==> config.mk <==
export PLATFORM = sky130hd
export DESIGN_NAME = gyro_block_average_integrator
export DESIGN_NICKNAME = d
export VERILOG_FILES = /design/src/design/gbai_pkg.sv /design/src/design/gyro_block_average_integrator.sv /design/src/design/gbai_queue.sv /design/src/design/gbai_front.sv /design/src/design/gbai_back.sv
export SDC_FILE = /design/constraint.sdc
export NUM_CORES = 2
export LEC_CHECK = 0
export BUFFER_PORTS_ARGS = -buffer_cell sky130_fd_sc_hd__buf_2
export CAP_MARGIN = 25
export CORE_AREA = 5 5 344 346
export DETAILED_ROUTE_END_ITERATION = 8
export DIE_AREA = 0 0 349 351
export GPL_TIMING_DRIVEN = 0
export PLACE_DENSITY = 0.68
export SLEW_MARGIN = 20
export SYNTH_ARGS = -nofsm -noshare
export SYNTH_HDL_FRONTEND = slang
export SYNTH_SLANG_ARGS = --single-unit
==> constraint.sdc <==
create_clock -name clock -period 9.47 [get_ports clock]
set_input_delay 0.947 -clock clock [delete_from_list [all_inputs] [get_ports clock]]
set_output_delay 0.947 -clock clock [all_outputs]
set_load 0.02 [all_outputs]
==> src/design/gbai_pkg.sv <==
// Shared types and constants for the gyro block average integrator.
// No dependencies; imported by every module of the block.
package gbai_pkg;

   localparam int RATE_W          = 16;
   localparam int GAIN_W          = 24;
   localparam int DEADBAND_W      = 15;
   localparam int ANGLE_W         = 32;
   localparam int ACC_W           = 48;
   localparam int PROD_W          = RATE_W + GAIN_W + 1;
   localparam int CSR_INDEX_W     = 2;
   localparam int CSR_DATA_W      = 24;
   localparam int NUM_AXES        = 3;

   localparam int MAX_BLOCK_DEFAULT   = 32;
   localparam int QUEUE_DEPTH_DEFAULT = 2;

   localparam logic [GAIN_W-1:0]     GAIN_RESET     = 24'd7340;
   localparam logic [DEADBAND_W-1:0] DEADBAND_RESET = 15'd22;

   localparam logic [CSR_INDEX_W-1:0] CSR_GAIN     = 2'd0;
   localparam logic [CSR_INDEX_W-1:0] CSR_DEADBAND = 2'd1;

   typedef struct packed {
      logic signed [RATE_W-1:0] rate_x;
      logic signed [RATE_W-1:0] rate_y;
      logic signed [RATE_W-1:0] rate_z;
      logic                     block_end;
   } req_type;

   typedef struct packed {
      logic signed [RATE_W-1:0]  avg_x;
      logic signed [RATE_W-1:0]  avg_y;
      logic signed [RATE_W-1:0]  avg_z;
      logic signed [ANGLE_W-1:0] angle_x;
      logic signed [ANGLE_W-1:0] angle_y;
      logic signed [ANGLE_W-1:0] angle_z;
   } rsp_type;

   typedef struct packed {
      logic full;
      logic avail;
   } queue_status_type;

endpackage

==> src/design/gyro_block_average_integrator.sv <==
// Top level of the gyro block average integrator: config registers, front
// end, block queue and back end. Depends on gbai_pkg, gbai_front,
// gbai_queue and gbai_back.
//
//   port group  dir  handshake            payload
//   req_*       in   req_valid/req_stall  gbai_pkg::req_type
//   rsp_*       out  rsp_valid/rsp_stall  gbai_pkg::rsp_type
//   csr_*       in   csr_valid/csr_ready  csr_index, csr_data
//
// A sample that does not close a block only updates the front-end sums and count.
// A closed block passes through the bit-per-cycle divider and the shared
// multiplier in the back end; the queue holds QUEUE_DEPTH closed blocks,
// and req_stall rises while it is full.
// The result register frees the back end while rsp_stall is high.
// Synchronous active-high reset clears sums, counts and angles, presets CSRs.
module gyro_block_average_integrator #(
   parameter int MAX_BLOCK   = gbai_pkg::MAX_BLOCK_DEFAULT,
   parameter int QUEUE_DEPTH = gbai_pkg::QUEUE_DEPTH_DEFAULT
) (
   input  logic                             clock,
   input  logic                             reset,
   input  logic                             req_valid,
   output logic                             req_stall,
   input  gbai_pkg::req_type                req_data,
   output logic                             rsp_valid,
   input  logic                             rsp_stall,
   output gbai_pkg::rsp_type                rsp_data,
   input  logic                             csr_valid,
   output logic                             csr_ready,
   input  logic [gbai_pkg::CSR_INDEX_W-1:0] csr_index,
   input  logic [gbai_pkg::CSR_DATA_W-1:0]  csr_data
);
   import gbai_pkg::*;

   localparam int CNT_W   = $clog2(MAX_BLOCK + 1);
   localparam int SUM_W   = RATE_W + $clog2(MAX_BLOCK) + 1;
   localparam int ENTRY_W = NUM_AXES * SUM_W + CNT_W;

   logic [GAIN_W-1:0]     gain_ff, gain_in;
   logic [DEADBAND_W-1:0] deadband_ff, deadband_in;

   queue_status_type q_status;
   logic push, pop;
   logic [ENTRY_W-1:0] push_data, head_data;

   assign csr_ready = 1'b1;

   always_comb begin
      gain_in     = gain_ff;
      deadband_in = deadband_ff;
      if (csr_valid) begin
         unique case (csr_index)
            CSR_GAIN:     gain_in     = csr_data[GAIN_W-1:0];
            CSR_DEADBAND: deadband_in = csr_data[DEADBAND_W-1:0];
            default:      ;
         endcase
      end
   end

   always_ff @(posedge clock) begin
      if (reset) begin
         gain_ff     <= GAIN_RESET;
         deadband_ff <= DEADBAND_RESET;
      end else begin
         gain_ff     <= gain_in;
         deadband_ff <= deadband_in;
      end
   end

   gbai_front #(
      .MAX_BLOCK (MAX_BLOCK),
      .SUM_W     (SUM_W),
      .CNT_W     (CNT_W)
   ) u_front (
      .clock     (clock),
      .reset     (reset),
      .req_valid (req_valid),
      .req_stall (req_stall),
      .req_data  (req_data),
      .q_status  (q_status),
      .push      (push),
      .push_data (push_data)
   );

   gbai_queue #(
      .WIDTH (ENTRY_W),
      .DEPTH (QUEUE_DEPTH)
   ) u_queue (
      .clock     (clock),
      .reset     (reset),
      .push      (push),
      .push_data (push_data),
      .pop       (pop),
      .head_data (head_data),
      .status    (q_status)
   );

   gbai_back #(
      .SUM_W (SUM_W),
      .CNT_W (CNT_W)
   ) u_back (
      .clock     (clock),
      .reset     (reset),
      .q_status  (q_status),
      .head_data (head_data),
      .pop       (pop),
      .gain      (gain_ff),
      .deadband  (deadband_ff),
      .rsp_valid (rsp_valid),
      .rsp_stall (rsp_stall),
      .rsp_data  (rsp_data)
   );

endmodule

==> src/design/gbai_queue.sv <==
// Small FIFO of finished block sums between front and back.
// Depends on gbai_pkg for the status struct.
module gbai_queue #(
   parameter int WIDTH = 8,
   parameter int DEPTH = gbai_pkg::QUEUE_DEPTH_DEFAULT
) (
   input  logic                       clock,
   input  logic                       reset,
   input  logic                       push,
   input  logic [WIDTH-1:0]           push_data,
   input  logic                       pop,
   output logic [WIDTH-1:0]           head_data,
   output gbai_pkg::queue_status_type status
);
   import gbai_pkg::*;

   localparam int PTR_W = (DEPTH > 1) ? $clog2(DEPTH) : 1;
   localparam int CNT_W = $clog2(DEPTH + 1);

   logic [WIDTH-1:0] entry_ff [DEPTH];
   logic [PTR_W-1:0] wr_ptr_ff, wr_ptr_in;
   logic [PTR_W-1:0] rd_ptr_ff, rd_ptr_in;
   logic [CNT_W-1:0] fill_ff, fill_in;

   function automatic logic [PTR_W-1:0] ptr_inc(input logic [PTR_W-1:0] p);
      logic [PTR_W-1:0] r;
      if (p == PTR_W'(DEPTH - 1)) begin
         r = '0;
      end else begin
         r = p + PTR_W'(1);
      end
      return r;
   endfunction

   always_comb begin
      wr_ptr_in = push ? ptr_inc(wr_ptr_ff) : wr_ptr_ff;
      rd_ptr_in = pop ? ptr_inc(rd_ptr_ff) : rd_ptr_ff;
      fill_in   = fill_ff;
      if (push && !pop) begin
         fill_in = fill_ff + CNT_W'(1);
      end else if (pop && !push) begin
         fill_in = fill_ff - CNT_W'(1);
      end
   end

   always_ff @(posedge clock) begin
      if (reset) begin
         wr_ptr_ff <= '0;
         rd_ptr_ff <= '0;
         fill_ff   <= '0;
      end else begin
         wr_ptr_ff <= wr_ptr_in;
         rd_ptr_ff <= rd_ptr_in;
         fill_ff   <= fill_in;
      end
   end

   always_ff @(posedge clock) begin
      if (push) begin
         entry_ff[wr_ptr_ff] <= push_data;
      end
   end

   assign head_data    = entry_ff[rd_ptr_ff];
   assign status.full  = (fill_ff == CNT_W'(DEPTH));
   assign status.avail = (fill_ff != '0);

endmodule

==> src/design/gbai_front.sv <==
// Front end: accepts rate items, keeps per-axis sums and the sample count,
// and queues the sums at each block close. Depends on gbai_pkg.
module gbai_front #(
   parameter int MAX_BLOCK = gbai_pkg::MAX_BLOCK_DEFAULT,
   parameter int SUM_W     = 22,
   parameter int CNT_W     = 6
) (
   input  logic                                      clock,
   input  logic                                      reset,
   input  logic                                      req_valid,
   output logic                                      req_stall,
   input  gbai_pkg::req_type                         req_data,
   input  gbai_pkg::queue_status_type                q_status,
   output logic                                      push,
   output logic [gbai_pkg::NUM_AXES*SUM_W+CNT_W-1:0] push_data
);
   import gbai_pkg::*;

   logic signed [SUM_W-1:0] sums_ff [NUM_AXES];
   logic signed [SUM_W-1:0] sums_in [NUM_AXES];
   logic signed [RATE_W-1:0] rate [NUM_AXES];
   logic [CNT_W-1:0] count_ff, count_in, count_next;
   logic accept, last;

   always_comb begin
      rate[0] = req_data.rate_x;
      rate[1] = req_data.rate_y;
      rate[2] = req_data.rate_z;
      accept     = req_valid && !q_status.full;
      count_next = count_ff + CNT_W'(1);
      last       = req_data.block_end || (count_next >= CNT_W'(MAX_BLOCK));
      for (int i = 0; i < NUM_AXES; i++) begin
         sums_in[i] = sums_ff[i];
         if (accept) begin
            sums_in[i] = last ? '0
                       : sums_ff[i] + {{(SUM_W-RATE_W){rate[i][RATE_W-1]}}, rate[i]};
         end
      end
      count_in = count_ff;
      if (accept) begin
         count_in = last ? '0 : count_next;
      end
   end

   always_ff @(posedge clock) begin
      if (reset) begin
         count_ff <= '0;
         for (int i = 0; i < NUM_AXES; i++) begin
            sums_ff[i] <= '0;
         end
      end else begin
         count_ff <= count_in;
         for (int i = 0; i < NUM_AXES; i++) begin
            sums_ff[i] <= sums_in[i];
         end
      end
   end

   // entry: {count, sum_z, sum_y, sum_x}
   always_comb begin
      push_data = {count_next,
                   sums_ff[2] + {{(SUM_W-RATE_W){rate[2][RATE_W-1]}}, rate[2]},
                   sums_ff[1] + {{(SUM_W-RATE_W){rate[1][RATE_W-1]}}, rate[1]},
                   sums_ff[0] + {{(SUM_W-RATE_W){rate[0][RATE_W-1]}}, rate[0]}};
   end

   assign push      = accept && last;
   assign req_stall = q_status.full;

endmodule

==> src/design/gbai_back.sv <==
// Back end: divides queued sums by the block count (one quotient bit per
// cycle, three axes side by side), applies the deadband, integrates through
// one shared multiplier and holds the result register. Depends on gbai_pkg.
module gbai_back #(
   parameter int SUM_W = 22,
   parameter int CNT_W = 6
) (
   input  logic                                      clock,
   input  logic                                      reset,
   input  gbai_pkg::queue_status_type                q_status,
   input  logic [gbai_pkg::NUM_AXES*SUM_W+CNT_W-1:0] head_data,
   output logic                                      pop,
   input  logic [gbai_pkg::GAIN_W-1:0]               gain,
   input  logic [gbai_pkg::DEADBAND_W-1:0]           deadband,
   output logic                                      rsp_valid,
   input  logic                                      rsp_stall,
   output gbai_pkg::rsp_type                         rsp_data
);
   import gbai_pkg::*;

   localparam logic [2:0] ST_IDLE = 3'd0;
   localparam logic [2:0] ST_DIV  = 3'd1;
   localparam logic [2:0] ST_FIX  = 3'd2;
   localparam logic [2:0] ST_MUL  = 3'd3;
   localparam logic [2:0] ST_ADD  = 3'd4;
   localparam logic [2:0] ST_OUT  = 3'd5;

   localparam int BIT_W = (SUM_W > 1) ? $clog2(SUM_W) : 1;
   localparam logic [1:0] AXIS_LAST = 2'(NUM_AXES - 1);

   logic [2:0] state_ff, state_in;
   logic [BIT_W-1:0] bit_ff, bit_in;
   logic [1:0] axis_ff, axis_in;
   logic [CNT_W-1:0] div_ff, div_in;

   logic [SUM_W-1:0] mag_ff [NUM_AXES];
   logic [SUM_W-1:0] mag_in [NUM_AXES];
   logic [SUM_W-1:0] quo_ff [NUM_AXES];
   logic [SUM_W-1:0] quo_in [NUM_AXES];
   logic [CNT_W-1:0] rem_ff [NUM_AXES];
   logic [CNT_W-1:0] rem_in [NUM_AXES];
   logic             neg_ff [NUM_AXES];
   logic             neg_in [NUM_AXES];
   logic signed [RATE_W-1:0] avg_ff [NUM_AXES];
   logic signed [RATE_W-1:0] avg_in [NUM_AXES];
   logic             pass_ff [NUM_AXES];
   logic             pass_in [NUM_AXES];
   logic [ACC_W-1:0] acc_ff [NUM_AXES];
   logic [ACC_W-1:0] acc_in [NUM_AXES];
   logic signed [PROD_W-1:0] prod_ff, prod_in;

   logic signed [SUM_W-1:0] head_sum [NUM_AXES];
   logic [CNT_W:0] trial [NUM_AXES];
   logic rsp_valid_ff, rsp_valid_in, load;
   rsp_type rsp_ff, rsp_in;

   always_comb begin
      for (int i = 0; i < NUM_AXES; i++) begin
         head_sum[i] = head_data[i*SUM_W +: SUM_W];
         trial[i]    = {rem_ff[i], mag_ff[i][SUM_W-1]};
      end

      state_in = state_ff;
      bit_in   = bit_ff;
      axis_in  = axis_ff;
      div_in   = div_ff;
      prod_in  = prod_ff;
      pop      = 1'b0;
      load     = 1'b0;
      for (int i = 0; i < NUM_AXES; i++) begin
         mag_in[i]  = mag_ff[i];
         quo_in[i]  = quo_ff[i];
         rem_in[i]  = rem_ff[i];
         neg_in[i]  = neg_ff[i];
         avg_in[i]  = avg_ff[i];
         pass_in[i] = pass_ff[i];
         acc_in[i]  = acc_ff[i];
      end

      unique case (state_ff)
         ST_IDLE: begin
            if (q_status.avail) begin
               pop    = 1'b1;
               div_in = head_data[NUM_AXES*SUM_W +: CNT_W];
               bit_in = '0;
               for (int i = 0; i < NUM_AXES; i++) begin
                  neg_in[i] = head_sum[i][SUM_W-1];
                  mag_in[i] = head_sum[i][SUM_W-1] ? SUM_W'(-head_sum[i])
                                                   : SUM_W'(head_sum[i]);
                  quo_in[i] = '0;
                  rem_in[i] = '0;
               end
               state_in = ST_DIV;
            end
         end
         ST_DIV: begin
            for (int i = 0; i < NUM_AXES; i++) begin
               mag_in[i] = {mag_ff[i][SUM_W-2:0], 1'b0};
               if (trial[i] >= {1'b0, div_ff}) begin
                  rem_in[i] = CNT_W'(trial[i] - {1'b0, div_ff});
                  quo_in[i] = {quo_ff[i][SUM_W-2:0], 1'b1};
               end else begin
                  rem_in[i] = CNT_W'(trial[i]);
                  quo_in[i] = {quo_ff[i][SUM_W-2:0], 1'b0};
               end
            end
            bit_in = bit_ff + BIT_W'(1);
            if (bit_ff == BIT_W'(SUM_W - 1)) begin
               state_in = ST_FIX;
            end
         end
         ST_FIX: begin
            for (int i = 0; i < NUM_AXES; i++) begin
               avg_in[i]  = neg_ff[i] ? -RATE_W'(quo_ff[i]) : RATE_W'(quo_ff[i]);
               pass_in[i] = quo_ff[i] > {{(SUM_W-DEADBAND_W){1'b0}}, deadband};
            end
            axis_in  = '0;
            state_in = ST_MUL;
         end
         ST_MUL: begin
            prod_in  = avg_ff[axis_ff] * $signed({1'b0, gain});
            state_in = ST_ADD;
         end
         ST_ADD: begin
            if (pass_ff[axis_ff]) begin
               acc_in[axis_ff] = acc_ff[axis_ff]
                               + {{(ACC_W-PROD_W){prod_ff[PROD_W-1]}}, prod_ff};
            end
            axis_in = axis_ff + 2'd1;
            if (axis_ff == AXIS_LAST) begin
               state_in = ST_OUT;
            end else begin
               state_in = ST_MUL;
            end
         end
         ST_OUT: begin
            if (!rsp_valid_ff || !rsp_stall) begin
               load     = 1'b1;
               state_in = ST_IDLE;
            end
         end
         default: begin
            state_in = ST_IDLE;
         end
      endcase

      rsp_valid_in = load || (rsp_valid_ff && rsp_stall);
      rsp_in       = rsp_ff;
      if (load) begin
         rsp_in.avg_x   = avg_ff[0];
         rsp_in.avg_y   = avg_ff[1];
         rsp_in.avg_z   = avg_ff[2];
         rsp_in.angle_x = acc_ff[0][ACC_W-1 -: ANGLE_W];
         rsp_in.angle_y = acc_ff[1][ACC_W-1 -: ANGLE_W];
         rsp_in.angle_z = acc_ff[2][ACC_W-1 -: ANGLE_W];
      end
   end

   always_ff @(posedge clock) begin
      if (reset) begin
         state_ff     <= ST_IDLE;
         rsp_valid_ff <= 1'b0;
         for (int i = 0; i < NUM_AXES; i++) begin
            acc_ff[i] <= '0;
         end
      end else begin
         state_ff     <= state_in;
         rsp_valid_ff <= rsp_valid_in;
         for (int i = 0; i < NUM_AXES; i++) begin
            acc_ff[i] <= acc_in[i];
         end
      end
   end

   always_ff @(posedge clock) begin
      bit_ff  <= bit_in;
      axis_ff <= axis_in;
      div_ff  <= div_in;
      prod_ff <= prod_in;
      rsp_ff  <= rsp_in;
      for (int i = 0; i < NUM_AXES; i++) begin
         mag_ff[i]  <= mag_in[i];
         quo_ff[i]  <= quo_in[i];
         rem_ff[i]  <= rem_in[i];
         neg_ff[i]  <= neg_in[i];
         avg_ff[i]  <= avg_in[i];
         pass_ff[i] <= pass_in[i];
      end
   end

   assign rsp_valid = rsp_valid_ff;
   assign rsp_data  = rsp_ff;

endmodule

==> impl_metrics.yaml <==
logic_synthesis:
  synth_edf_count: 546
  synthTopCellsByArea: "edfxtp_1, fa_1, dfxtp_1, ha_1, nand2_1"
  synth_seq_cells: 812
  yosys.area_share.simple_pct: 14.9
  yosysTopAreaCell: "edfxtp_1"
  synth_compound_area_share_pct: 11.7
  yosysWarnings: 0
  synth_flop_cell: "edfxtp_1"
  synth_top_area_share_pct: 31.3
  syn_inst: 5186
  synthArstFlopShare_pct: 0
  synthXorXnorAreaFrac_pct: 4.08
  yosysSeqAreaShare_pct: 41.5
  netlist_area_sq_mm: 0.0523
  synthesis.nets: 5903
  synthAdderAreaFrac_pct: 19.7
  ys_types: 84
  synth_mux_area_share_pct: 2.80
  syn_area_per_cell_sq_um: 10.1
  synth_top_family_by_area: "adder cells"
drt:
  wl_microns: 151000
  dr_wl_met3_microns: 10800
  antenna_left: 0
  vias: 39300
  dr.max_layer_used: "met5"
  wl_met1_microns: 61400
  wl_met2_microns: 71800
  route.detailed.drc: 0
  avgViaCountPerCell: 5.52
  drtPass1Iterations: 8
  first_iter_violations: 3257
  wl_per_cell_microns: 21.2
critical_path:
  cpMostUsedCell: "fa_1"
  worst-path-stages: 25
  worstPathRequired_ns: 9.71
  cp-end-kind: "register"
  max_stage_delay_ns: 0.70
  worst_r2r_path_depth: 25
  critPathBufInv: 7
  crit_slowest_cell: "or4_1"
  critPathKind: "register to register"
  arrival_ns: 9.41
  crit_family: "adder cells"
  start_kind: "register"
  crit_fanout: 10
finish:
  syn_to_final_growth_pct: 12.1
  layout.nets: 6241
  layout-drive-gt1-share_pct: 8.76
  instances_no_fill: 7121
timing:
  finalHoldViolCount: 0
  min_period_ns: 9.17
  finClkSkew_ns: 0.0288
  rsz0062_at_grt: "no"
  max_freq_mhz: 109
  tightest_slew_ns: 1.10
  slew_headroom_pct: 26.6
  slew_violations: 0
  tns_ns: 0
  period_share_pct: 96.8
  setup_viol: 0
power_and_ir_drop:
  p_leak_nw: 23.9
  peakVddDrop_v: 0.000197
  p_per_area_mw_per_mm2: 246
placed_design:
  dp_hpwl_microns: 118000
  dp.cells: 6959
  io_buffers: 224
  gp_congestion: 0.954
clocking:
  h-tree-depth: 3
  insertion_delay_ns: 0.67
  cts_hold_buf: 0
  cts_made_buffers: 87
  cts.sinks: 812
  cts.clk_slew.worst_paths_ns: 0.07
  cts-root-buf: "clkbuf_16"
  cts_max_path_buffers: 3
  cts_setup_buffers: 0
  cts_tree: "built"
floorplanning:
  ios: 227
  start_util_pct: 45.5
  fp.dieH_microns: 351
  die_x_microns: 349
  rows: 125
  die-area_sq_mm: 0.122
  core_sq_mm: 0.115
outcome:
  outcome: "finished, final reports clean"
grt:
  grtUsageTotal_pct: 24.3
  grt_max_degree: 58
  grt_pass1_vias: 39200
  grt_antenna_before_repair: 7
  overflow: 0
  grt_pass1_wl_microns: 230000
min_path:
  hold_depth: 0
  worstHoldPathType: "register to register"
flow_run:
  drv_cap: 0
[report_power, final]
| group | internal, W | leakage (nW) | switching, W |
|---|---|---|---|
| Clock | 0.00193 | 1.35 | 0.00143 |
| Sequential | 0.00474 | 7.22 | 0.000346 |
| Combinational | 0.00230 | 15.4 | 0.00369 |
| Total | 0.00897 | 23.9 | 0.00547 |
[per-stage QoR]
| step | instance area, sq um | worst slack, ns | power, W | utilization [%] | hold slack [ns] |
|---|---|---|---|---|---|
| CTS | 58600 | 0.0717 | 0.0145 | 50.9 | 0.451 |
| global placement | 55300 | -2.05 | 0.0110 | 48.1 | 0.432 |
| floorplan | 52300 | 0.831 | 0.00942 | - | 0.421 |
| detailed placement | 55800 | -0.448 | 0.0111 | 48.5 | 0.436 |
| global route | 58700 | 0.0769 | 0.0155 | 51.0 | 0.459 |
| finish | 58700 | 0.305 | 0.0144 | 51.0 | 0.453 |
[kinds of logic (layout without fill, tap and decap cells)]
logic type / Yosys count / count (layout)
and+or+nand+nor: 1640 / 1640
AOI/OAI and AO/OA: 993 / 993
DFF: 812 / 812
buffers and inverters: 715 / 1124
adders and majority gates: 637 / 637
xor gates and xnor gates: 243 / 243
muxes: 145 / 145
other: 1 / 3
[layout make-up]
cell class | count | area, sq um
Fill cell | 10500 | 56500
Timing Repair Buffer | 250 | 1530
Clock inverter | 42 | 455
Antenna cell | 2 | 5.00
Inverter | 479 | 1800
Multi-Input combinational cell | 3659 | 28000
Tap cell | 1524 | 1910
Sequential cell | 812 | 21700
Clock buffer | 118 | 2330
Buffer | 235 | 938
[repair_timing]
| item | CTS | global route |
|---|---|---|
| setup endpoints to repair | 9 | 9 |
| gates resized for setup | 10 | 23 |
| endpoints found under the hold margin | 0 | 0 |
[layout by cell type, fill, tap and decap left out, types with 14 or more instances in the layout]
cell type / synthesis / final
a211oi_1: 39 / 39
a21o_1: 102 / 102
a21oi_1: 336 / 334
a22o_1: 30 / 30
a22oi_1: 22 / 22
a31oi_1: 27 / 27
and2_1: 217 / 217
and3_1: 29 / 28
buf_1: 22 / 21
buf_2: 24 / 251
clkbuf_1: 188 / 200
clkbuf_16: 0 / 87
clkbuf_2: 0 / 14
dfxtp_1: 266 / 265
edfxtp_1: 546 / 546
fa_1: 313 / 313
ha_1: 324 / 324
inv_1: 478 / 478
mux2i_1: 135 / 135
nand2_1: 724 / 723
nand2b_1: 42 / 42
nand3_1: 65 / 65
nand3b_1: 37 / 37
nand4_1: 27 / 27
nor2_1: 248 / 246
nor2b_1: 50 / 50
nor3_1: 72 / 69
nor3b_1: 23 / 23
nor4_1: 18 / 18
o21a_1: 28 / 28
o21ai_0: 257 / 250
o21ai_1: 14 / 15
o21bai_1: 14 / 14
o31ai_1: 25 / 25
or2_2: 17 / 17
or3_1: 27 / 27
or4_1: 18 / 18
xnor2_1: 156 / 156
xor2_1: 86 / 86
[final timing paths]
kind                    endpoint                  from  slack, ns
max reg2reg   u_back.prod_ff[37]              register       0.30
max           u_back.prod_ff[37]              register       0.30
min          u_back.rsp_data[25]  u_back.acc_ff[2][41]       0.45
min reg2reg  u_back.rsp_data[25]  u_back.acc_ff[2][41]       0.45
[sequential cells by signal (all words and copies together), names as in the netlist, 5 cells and up, named ones only]
register / cells
u_front.sums_ff: 66
u_back.quo_ff: 66
u_back.avg_ff: 48
gain_ff: 24
u_back.rem_ff: 18
u_back.prod_ff: 41
deadband_ff: 15
u_back.acc_ff: 144
u_back.div_ff: 6
u_back.rsp_data: 144
u_front.count_ff: 6
u_queue.entry_ff: 144
u_back.mag_ff: 66
u_back.bit_ff: 5
[routing by layer]
| metal | GRT usage [%] | vias to the layer above |
|---|---|---|
| li1 | - | 18500 |
| met1 | 31.2 | 19100 |
| met2 | 41.0 | 1398 |
| met3 | 4.16 | 314 |
| met4 | 9.73 | 2 |
| met5 | 0 | - |
[synth_stat cells (22+ instances only)]
| master | count |
|---|---|
| inv_1 | 478 |
| edfxtp_1 | 546 |
| ha_1 | 324 |
| nor2_1 | 248 |
| nand3_1 | 65 |
| xor2_1 | 86 |
| and3_1 | 29 |
| clkbuf_1 | 188 |
| nand2b_1 | 42 |
| o21a_1 | 28 |
| fa_1 | 313 |
| nand3b_1 | 37 |
| nand4_1 | 27 |
| a211oi_1 | 39 |
| mux2i_1 | 135 |
| buf_2 | 24 |
| dfxtp_1 | 266 |
| a31oi_1 | 27 |
| o31ai_1 | 25 |
| and2_1 | 217 |
| a21oi_1 | 336 |
| a22oi_1 | 22 |
| or3_1 | 27 |
| nor3_1 | 72 |
| xnor2_1 | 156 |
| a22o_1 | 30 |
| a21o_1 | 102 |
| buf_1 | 22 |
| nor2b_1 | 50 |
| nand2_1 | 724 |
| nor3b_1 | 23 |
| o21ai_0 | 257 |
(Power assumes the default switching activity.)
